===== src/rtl/dac_pkg.sv =====
package dac_pkg;

    // Word and slice geometry
    localparam int unsigned DAC_W   = 64;
    localparam int unsigned NIB_W   = 4;
    localparam int unsigned N_SLICE = DAC_W / NIB_W;

    // Radix constants of the code
    localparam logic [NIB_W-1:0] K_ONE      = 4'd1;
    localparam logic [NIB_W-1:0] K_NINE     = 4'd9;
    localparam logic [NIB_W-1:0] K_TEN      = 4'd10;
    localparam logic [NIB_W-1:0] EXP_MAX    = 4'd9;
    localparam logic [NIB_W-1:0] LAST_STRIP = 4'd8;

    typedef enum logic [3:0] {
        S_IDLE,
        S_STRIP,
        S_DIGIT,
        S_PACK9,
        S_PACK10,
        S_SPLIT10,
        S_SPLIT9,
        S_REBUILD,
        S_SCALE,
        S_OUT
    } t_state;

    // Sequencer to slice row
    typedef struct packed {
        logic             load;
        logic [DAC_W-1:0] load_val;
        logic             start;
        logic             div;
        logic [NIB_W-1:0] k;
        logic [NIB_W-1:0] cin;
    } t_row_ctl;

    // Slice row to sequencer
    typedef struct packed {
        logic             done;
        logic [NIB_W-1:0] cry;
        logic [DAC_W-1:0] val;
    } t_row_sts;

    // Divide a value below 16*den by den; returns {quotient, remainder}
    function automatic logic [2*NIB_W-1:0] div_small(input logic [2*NIB_W-1:0] num,
                                                      input logic [NIB_W-1:0]   den);
        logic [2*NIB_W-1:0] rem;
        logic [2*NIB_W-1:0] sub;
        logic [NIB_W-1:0]   quo;
        rem = num;
        quo = '0;
        for (int j = NIB_W - 1; j >= 0; j--) begin
            sub = {{NIB_W{1'b0}}, den} << j;
            if (rem >= sub) begin
                rem    = rem - sub;
                quo[j] = 1'b1;
            end
        end
        return {quo, rem[NIB_W-1:0]};
    endfunction

endpackage


===== src/rtl/decimal_amount_compressor.sv =====
// Converts a 64-bit amount to its compact decimal code (command 0) or back
// (command 1), one result per request, with an overflow flag when the exact
// value does not fit in 64 bits and the result has wrapped. The value sits in
// a row of 16 four-bit slices; every multiply by 9, 10 or 1 and every divide by
// 9 or 10 is a carry or remainder wave that runs through the row one slice per
// cycle. A zero request runs no pass. Compress makes e+1 strip passes for an
// amount with e < 9 trailing decimal zeros, then digit, multiply by 9 and by 10
// passes; with nine or more it strips nine zeros, then multiplies by 10.
// Decompress splits off the exponent e (divide by 10) and the digit (divide by
// 9, unless e = 9), rebuilds the value and multiplies it by 10 e times. One
// request is in flight at a time; the input stalls while it is worked on, and a
// finished result waits in the output register while the next request enters.
module decimal_amount_compressor (
    input  logic                      i_clk,
    input  logic                      i_rst_n,
    input  logic                      i_valid,
    output logic                      o_stall,
    input  logic                      i_command,
    input  logic [dac_pkg::DAC_W-1:0] i_value,
    output logic                      o_valid,
    input  logic                      i_stall,
    output logic [dac_pkg::DAC_W-1:0] o_result,
    output logic                      o_overflow
);

    localparam int unsigned W = dac_pkg::NIB_W;

    dac_pkg::t_state   r_state, n_state;
    dac_pkg::t_row_ctl ctl;
    dac_pkg::t_row_sts sts;

    logic                      r_go, n_go;
    logic [W-1:0]              r_e, n_e;
    logic [W-1:0]              r_dig, n_dig;
    logic [dac_pkg::DAC_W-1:0] r_save, n_save;
    logic                      r_ovf, n_ovf;
    logic                      r_ovalid;
    logic [dac_pkg::DAC_W-1:0] r_res;
    logic                      r_oovf;
    logic                      acc;
    logic                      out_free;
    logic                      cry_nz;

    assign acc      = i_valid && (r_state == dac_pkg::S_IDLE);
    assign out_free = !r_ovalid || !i_stall;
    assign cry_nz   = (sts.cry != '0);

    dac_row u_row (
        .i_clk   (i_clk),
        .i_rst_n (i_rst_n),
        .i_ctl   (ctl),
        .o_sts   (sts)
    );

    // Next state
    always_comb begin
        n_state = r_state;
        unique case (r_state)
            dac_pkg::S_IDLE: begin
                if (i_valid) begin
                    if (i_value == '0) begin
                        n_state = dac_pkg::S_OUT;
                    end else if (i_command) begin
                        n_state = dac_pkg::S_SPLIT10;
                    end else begin
                        n_state = dac_pkg::S_STRIP;
                    end
                end
            end
            dac_pkg::S_STRIP: begin
                if (sts.done) begin
                    if (cry_nz) begin
                        n_state = dac_pkg::S_DIGIT;
                    end else if (r_e == dac_pkg::LAST_STRIP) begin
                        n_state = dac_pkg::S_PACK10;
                    end else begin
                        n_state = dac_pkg::S_STRIP;
                    end
                end
            end
            dac_pkg::S_DIGIT: begin
                if (sts.done) begin
                    n_state = dac_pkg::S_PACK9;
                end
            end
            dac_pkg::S_PACK9: begin
                if (sts.done) begin
                    n_state = dac_pkg::S_PACK10;
                end
            end
            dac_pkg::S_PACK10: begin
                if (sts.done) begin
                    n_state = dac_pkg::S_OUT;
                end
            end
            dac_pkg::S_SPLIT10: begin
                if (sts.done) begin
                    if (sts.cry == dac_pkg::EXP_MAX) begin
                        n_state = dac_pkg::S_REBUILD;
                    end else begin
                        n_state = dac_pkg::S_SPLIT9;
                    end
                end
            end
            dac_pkg::S_SPLIT9: begin
                if (sts.done) begin
                    n_state = dac_pkg::S_REBUILD;
                end
            end
            dac_pkg::S_REBUILD: begin
                if (sts.done) begin
                    if (r_e == '0) begin
                        n_state = dac_pkg::S_OUT;
                    end else begin
                        n_state = dac_pkg::S_SCALE;
                    end
                end
            end
            dac_pkg::S_SCALE: begin
                if (sts.done && (r_e == dac_pkg::K_ONE)) begin
                    n_state = dac_pkg::S_OUT;
                end
            end
            dac_pkg::S_OUT: begin
                if (out_free) begin
                    n_state = dac_pkg::S_IDLE;
                end
            end
            default: begin
                n_state = dac_pkg::S_IDLE;
            end
        endcase
    end

    // Row control and working registers
    always_comb begin
        n_e          = r_e;
        n_dig        = r_dig;
        n_save       = r_save;
        n_ovf        = r_ovf;
        ctl.load     = 1'b0;
        ctl.load_val = r_save;
        ctl.start    = r_go;
        ctl.div      = 1'b0;
        ctl.k        = dac_pkg::K_TEN;
        ctl.cin      = '0;

        // Select the pass for the current step
        unique case (r_state) inside
            dac_pkg::S_STRIP, dac_pkg::S_DIGIT, dac_pkg::S_SPLIT10: begin
                ctl.div = 1'b1;
                ctl.k   = dac_pkg::K_TEN;
            end
            dac_pkg::S_SPLIT9: begin
                ctl.div = 1'b1;
                ctl.k   = dac_pkg::K_NINE;
            end
            dac_pkg::S_PACK9: begin
                ctl.k   = dac_pkg::K_NINE;
                ctl.cin = W'(r_dig - dac_pkg::K_ONE);
            end
            dac_pkg::S_PACK10: begin
                ctl.k   = dac_pkg::K_TEN;
                ctl.cin = (r_e == dac_pkg::EXP_MAX) ? '0 : W'(r_e + dac_pkg::K_ONE);
            end
            dac_pkg::S_REBUILD: begin
                ctl.k   = (r_e == dac_pkg::EXP_MAX) ? dac_pkg::K_ONE : dac_pkg::K_TEN;
                ctl.cin = (r_e == dac_pkg::EXP_MAX) ? dac_pkg::K_ONE : r_dig;
            end
            default: begin
                ctl.k   = dac_pkg::K_TEN;
            end
        endcase

        // Capture what each pass leaves behind
        unique case (r_state) inside
            dac_pkg::S_IDLE: begin
                if (i_valid) begin
                    n_e          = '0;
                    n_ovf        = 1'b0;
                    n_save       = i_value;
                    ctl.load     = 1'b1;
                    ctl.load_val = (i_command && (i_value != '0))
                                 ? (i_value - {{(dac_pkg::DAC_W-1){1'b0}}, 1'b1})
                                 : i_value;
                end
            end
            dac_pkg::S_STRIP: begin
                if (sts.done) begin
                    if (cry_nz) begin
                        // restore the value before the failed strip
                        ctl.load = 1'b1;
                    end else begin
                        n_save = sts.val;
                        n_e    = W'(r_e + dac_pkg::K_ONE);
                    end
                end
            end
            dac_pkg::S_DIGIT: begin
                if (sts.done) begin
                    n_dig = sts.cry;
                end
            end
            dac_pkg::S_SPLIT10: begin
                if (sts.done) begin
                    n_e = sts.cry;
                end
            end
            dac_pkg::S_SPLIT9: begin
                if (sts.done) begin
                    n_dig = W'(sts.cry + dac_pkg::K_ONE);
                end
            end
            dac_pkg::S_PACK9, dac_pkg::S_PACK10, dac_pkg::S_REBUILD: begin
                if (sts.done) begin
                    n_ovf = r_ovf | cry_nz;
                end
            end
            dac_pkg::S_SCALE: begin
                if (sts.done) begin
                    n_ovf = r_ovf | cry_nz;
                    n_e   = W'(r_e - dac_pkg::K_ONE);
                end
            end
            default: begin
                n_ovf = r_ovf;
            end
        endcase

        // Launch the next pass in the cycle after a request is taken or a pass ends
        n_go = (n_state != dac_pkg::S_IDLE) && (n_state != dac_pkg::S_OUT)
            && (acc || sts.done);
    end

    // Control registers
    always_ff @(posedge i_clk) begin
        if (!i_rst_n) begin
            r_state  <= dac_pkg::S_IDLE;
            r_go     <= 1'b0;
            r_ovalid <= 1'b0;
        end else begin
            r_state <= n_state;
            r_go    <= n_go;
            if ((r_state == dac_pkg::S_OUT) && out_free) begin
                r_ovalid <= 1'b1;
            end else if (!i_stall) begin
                r_ovalid <= 1'b0;
            end
        end
    end

    // Working and result registers
    always_ff @(posedge i_clk) begin
        r_e    <= n_e;
        r_dig  <= n_dig;
        r_save <= n_save;
        r_ovf  <= n_ovf;
        if ((r_state == dac_pkg::S_OUT) && out_free) begin
            r_res  <= sts.val;
            r_oovf <= r_ovf;
        end
    end

    assign o_stall    = (r_state != dac_pkg::S_IDLE);
    assign o_valid    = r_ovalid;
    assign o_result   = r_res;
    assign o_overflow = r_oovf;

endmodule


===== src/rtl/dac_slice.sv =====
module dac_slice (
    input  logic                      i_clk,
    input  logic                      i_rst_n,
    input  logic                      i_load,
    input  logic [dac_pkg::NIB_W-1:0] i_load_nib,
    input  logic                      i_div,
    input  logic [dac_pkg::NIB_W-1:0] i_k,
    input  logic                      i_tok,
    input  logic [dac_pkg::NIB_W-1:0] i_cry,
    output logic                      o_tok,
    output logic [dac_pkg::NIB_W-1:0] o_cry,
    output logic [dac_pkg::NIB_W-1:0] o_nib
);

    logic                        r_tok;
    logic [dac_pkg::NIB_W-1:0]   r_cry;
    logic [dac_pkg::NIB_W-1:0]   r_nib;
    logic [2*dac_pkg::NIB_W-1:0] qr;
    logic [2*dac_pkg::NIB_W-1:0] prod;

    // Divide step: remainder from above is the high digit
    assign qr = dac_pkg::div_small({i_cry, r_nib}, i_k);

    // Multiply step: carry from below is added in
    assign prod = {{dac_pkg::NIB_W{1'b0}}, r_nib} * {{dac_pkg::NIB_W{1'b0}}, i_k}
                + {{dac_pkg::NIB_W{1'b0}}, i_cry};

    // Pass the wave token on
    always_ff @(posedge i_clk) begin
        if (!i_rst_n) begin
            r_tok <= 1'b0;
        end else begin
            r_tok <= i_tok;
        end
    end

    // Load or rewrite the digit as the wave passes
    always_ff @(posedge i_clk) begin
        if (i_load) begin
            r_nib <= i_load_nib;
        end else if (i_tok) begin
            if (i_div) begin
                r_nib <= qr[2*dac_pkg::NIB_W-1:dac_pkg::NIB_W];
                r_cry <= qr[dac_pkg::NIB_W-1:0];
            end else begin
                r_nib <= prod[dac_pkg::NIB_W-1:0];
                r_cry <= prod[2*dac_pkg::NIB_W-1:dac_pkg::NIB_W];
            end
        end
    end

    assign o_tok = r_tok;
    assign o_cry = r_cry;
    assign o_nib = r_nib;

endmodule


===== src/rtl/dac_row.sv =====
module dac_row (
    input  logic              i_clk,
    input  logic              i_rst_n,
    input  dac_pkg::t_row_ctl i_ctl,
    output dac_pkg::t_row_sts o_sts
);

    localparam int unsigned N = dac_pkg::N_SLICE;
    localparam int unsigned W = dac_pkg::NIB_W;

    // Slice outputs, with the two row ends tacked on
    logic [N+1:0]  tok_x;
    logic [W-1:0]  cry_x [N+2];
    logic [N-1:0]  tok;
    logic [W-1:0]  cry   [N];
    logic [W-1:0]  nib   [N];
    logic [dac_pkg::DAC_W-1:0] val;

    // Multiply waves enter at the bottom, divide waves at the top
    assign tok_x[0]   = i_ctl.start;
    assign tok_x[N+1] = i_ctl.start;
    assign cry_x[0]   = i_ctl.cin;
    assign cry_x[N+1] = '0;

    for (genvar g = 0; g < N; g++) begin : g_slice
        logic         tok_in;
        logic [W-1:0] cry_in;

        assign tok_x[g+1] = tok[g];
        assign cry_x[g+1] = cry[g];

        // Take the neighbor in the direction of the wave
        assign tok_in = i_ctl.div ? tok_x[g+2] : tok_x[g];
        assign cry_in = i_ctl.div ? cry_x[g+2] : cry_x[g];

        dac_slice u_slice (
            .i_clk      (i_clk),
            .i_rst_n    (i_rst_n),
            .i_load     (i_ctl.load),
            .i_load_nib (i_ctl.load_val[g*W +: W]),
            .i_div      (i_ctl.div),
            .i_k        (i_ctl.k),
            .i_tok      (tok_in),
            .i_cry      (cry_in),
            .o_tok      (tok[g]),
            .o_cry      (cry[g]),
            .o_nib      (nib[g])
        );

        assign val[g*W +: W] = nib[g];
    end

    // Report the end of the wave and what falls out of the row
    assign o_sts.val  = val;
    assign o_sts.done = i_ctl.div ? tok[0] : tok[N-1];
    assign o_sts.cry  = i_ctl.div ? cry[0] : cry[N-1];

endmodule


===== config.mk =====
export PLATFORM = sky130hd
export DESIGN_NAME = decimal_amount_compressor
export DESIGN_NICKNAME = d
export VERILOG_FILES = /design/src/rtl/dac_pkg.sv /design/src/rtl/decimal_amount_compressor.sv /design/src/rtl/dac_slice.sv /design/src/rtl/dac_row.sv
export SDC_FILE = /design/constraint.sdc
export NUM_CORES = 2
export LEC_CHECK = 0
export ABC_CLOCK_PERIOD_IN_PS = 20700
export BUFFER_PORTS_ARGS = -buffer_cell sky130_fd_sc_hd__buf_2
export CORE_UTILIZATION = 35
export DETAILED_ROUTE_END_ITERATION = 12
export PLACE_DENSITY = 0.59
export SETUP_SLACK_MARGIN = 0.3
export SKIP_CTS_REPAIR_TIMING = 1
export SLEW_MARGIN = 20
export SYNTH_ARGS = -nofsm -noshare
export SYNTH_HDL_FRONTEND = slang
export SYNTH_SLANG_ARGS = --single-unit
export TNS_END_PERCENT = 30

===== constraint.sdc =====
create_clock -name i_clk -period 20.7 [get_ports i_clk]
set_input_delay 4.14 -clock i_clk [delete_from_list [all_inputs] [get_ports i_clk]]
set_output_delay 4.14 -clock i_clk [all_outputs]
set_load 0.005 [all_outputs]

==> results by group <==
Run status
  • Status: finished, final reports clean

Critical path
  • Slowest cell delay on critical path: 0.59 ns
  • Largest delay contributor family on the critical path: compound AO/OA/AOI/OAI gates
  • CP Max Fanout: 86
  • Most used cell along the critical path: ha_1
  • CP Capture Type: flop
  • Worst path slowest cell: buf_4
  • Crit path kind: reg -> reg
  • Worst EP arrival: 10.75 ns
  • Critical path buffers and inverters: 6
  • Startpoint Class: flop
  • Critical Path RT: 21.15 ns

Yosys
  • Post-synthesis mux area share: 0.05577
  • Top cells by area, synth: edfxtp_1, ha_1, fa_1
  • Largest family of logic cells by synthesized area: adder cells
  • #FFs+latches synth: 288
  • Post-synthesis sequential area ratio: 0.2138
  • Top-area cell type share of the netlist area: 0.2026
  • Xor-xnor portion of the synthesized cell area: 0.05148
  • Main synth FF type: edfxtp_1
  • Post-synthesis compound-gate area fraction: 0.2090
  • Yosys top cell by area: edfxtp_1
  • Number of synthesized flops with an enable pin: 266
  • Synth Warn #: 0
  • Unique masters post-synth: 127
  • Post-synthesis cell area: 39420 sq um
  • Syn_area_per_cell: 8.721 sq um
  • Mapped Cells: 4520
  • Net Count, Synth: 5254
  • Post-Synth Adder-Cell Area: 0.2324
  • Async S/R FF share, synth: 0
  • Simple-gate share of the synthesized area: 0.1867

Placed design
  • DP Area: 41800 sq um
  • Dpl hpwl: 101.2 mm
  • Routability cong.: 0.9401
  • IO buf count: 135

Finish
  • Area Growth Syn to Fin: 9.202%
  • Commonest non-fill, non-tap cells in the layout: ha_1, nor2_1, inv_1, a21oi_1, edfxtp_1
  • Most common cell after layout, fill and taps aside: ha_1
  • Cell area after layout: 43050 sq um
  • Final Util: 0.3874
  • Nets: 5323
  • Share of cells above drive strength 1: 0.1059

Die
  • I/O pin cnt: 136
  • DIE AREA: 114000 sq um
  • Rows: 122
  • Initial core utilization: 0.3547
  • Core ar.: 111100 sq um
  • Die Y: 337.6 um
  • Die width: 337.6 um

Clocking
  • CTS clk-pin slew, worst paths: 0.06 ns
  • Clock sinks: 288
  • Clk_lat worst skew: 0.61 ns
  • CTS tree: done
  • Max clock buf depth: 3
  • CTS Root Cell: clkbuf_16
  • H-tree depth: 2
  • CTS buffer count: 38

Detailed routing
  • Via count: 36060
  • Iteration count of the initial detailed-routing pass: 6
  • Post-route DRC: 0
  • Remaining antenna violation count: 0
  • Vias per std cell: 5.905
  • Final wirelength: 133.7 mm
  • First DRT Iteration DRCs: 3345
  • Wire per inst: 21.89 um

GRT
  • Met2 usage: 0.3598
  • Initial antenna violation count: 8
  • Vias in the first global route: 34110
  • GRT busiest layer: met2
  • All-Layer GR Usage: 0.2296
  • Largest net degree at the start of global routing: 125
  • GR Layer Usage met1: 0.3254
  • Global route overflow: 0
  • Global-route wire length before repair: 203.4 mm
  • GRT met3 Usage: 0.03791

Power
  • Leak: 18.27 nW
  • Power Density: 110.5 nW/um^2
  • Peak VDD IR: 49.63 uV

STA
  • Least-Margin Pin Slew: 1.185 ns
  • Clock period minus worst slack: 10.29 ns
  • RSZ-0062 raised after global routing: no
  • Layout Skew: 0.03330 ns
  • Fin Hold WS: 0.5737 ns
  • Finish-stage setup viols: 0
  • Max transition margin: 0.2026
  • Max-slew violation count: 0
  • Final hold violations: 0
  • Setup TNS: 0 ns
  • Tcrit/Tclk final: 0.4973
  • Max Freq: 0.09714 GHz

Min path
  • Worst Hold Class: reg -> reg

Flow run
  • Max cap viols: 0
-- per-layer routing --
| layer | up-vias | wire length [um] |
|---|---|---|
| li1 | 17060 | - |
| met1 | 17500 | 61720 |
| met2 | 1304 | 58330 |
| met3 | 185 | 10440 |
| met4 | 8 | 3136 |
| met5 | - | 58 |
-- report_power, final --
part / switching [mW] / total [mW] / leakage [nW] / internal, mW
registers: 0.0976 / 0.870 / 2.65 / 0.773
logic: 1.88 / 3.20 / 15.0 / 1.32
clock network: 0.294 / 0.688 / 0.614 / 0.394
total: 2.27 / 4.76 / 18.3 / 2.49
-- logic make-up after synthesis --
logic type,after synthesis
mux,205
buf+inv,512
xor+xnor,230
fa+ha+maj,665
flops,288
simple gates,1447
compound gates,1173
-- cell usage after synthesis (16+ instances only) --
master	count
a211o_1	20
a211oi_1	39
a21boi_0	21
a21o_1	83
a21oi_1	268
a31o_2	25
a31oi_1	67
a41oi_1	17
and2_1	34
and3_1	42
and4_1	22
buf_1	19
clkbuf_1	104
dfxtp_1	22
edfxtp_1	266
fa_1	112
ha_1	553
inv_1	363
mux2_2	106
mux2i_1	93
nand2_1	242
nand2b_1	31
nand3_1	129
nand3b_1	16
nand4_1	64
nor2_1	444
nor2b_1	41
nor3_1	126
nor4_1	43
o211ai_1	77
o21ai_0	190
o21ai_1	17
o21bai_1	40
o31a_1	32
o31ai_1	50
or2_2	37
or3_1	71
or4_1	31
xnor2_1	162
xor2_1	66
-- final timing paths --
check / start / slack, ns / endpoint / cells past startpoint
max: r_e[1]$_DFFE_PP_ / 10.41 / u_row.g_slice[14].u_slice.o_cry[1]$_DFFE_PP_ / 36
min: u_row.g_slice[11].u_slice.o_nib[3]$_DFFE_PP_ / 0.57 / o_result[47]$_DFFE_PP_ / 0
max reg2reg: r_e[1]$_DFFE_PP_ / 10.41 / u_row.g_slice[14].u_slice.o_cry[1]$_DFFE_PP_ / 36
min reg2reg: u_row.g_slice[11].u_slice.o_nib[3]$_DFFE_PP_ / 0.57 / o_result[47]$_DFFE_PP_ / 0
-- sequential cells by signal, summed over array words and instances, names as in the netlist --
| name | flops |
|---|---|
| o_overflow | 1 |
| o_result | 64 |
| o_valid | 1 |
| r_dig | 4 |
| r_e | 4 |
| r_go | 1 |
| r_ovf | 1 |
| r_save | 64 |
| r_state | 4 |
| u_row.g_slice.u_slice.o_cry | 64 |
| u_row.g_slice.u_slice.o_nib | 64 |
| u_row.g_slice.u_slice.o_tok | 16 |
-- area by class of cell --
type	instances	area, sq um
Timing Repair Buffer	176	1033
Fill cell	11380	68080
Sequential cell	288	8429
Clock inverter	16	117.6
Tap cell	1488	1862
Clock buffer	52	1127
Inverter	365	1370
Antenna cell	1	2.502
Multi-Input combinational cell	3720	29100
-- metrics by stage --
step	power, mW	setup slack, ns	std cells
3_5_place_dp	4.024	10.44	6037
2_1_floorplan	3.319	4.956	4520
6_report	4.758	10.41	6106
4_1_cts	4.738	10.41	6105
3_3_place_gp	3.997	10.70	6037
5_1_grt	5.158	9.414	6106
Note: power is estimated with default switching activity, not from simulation.
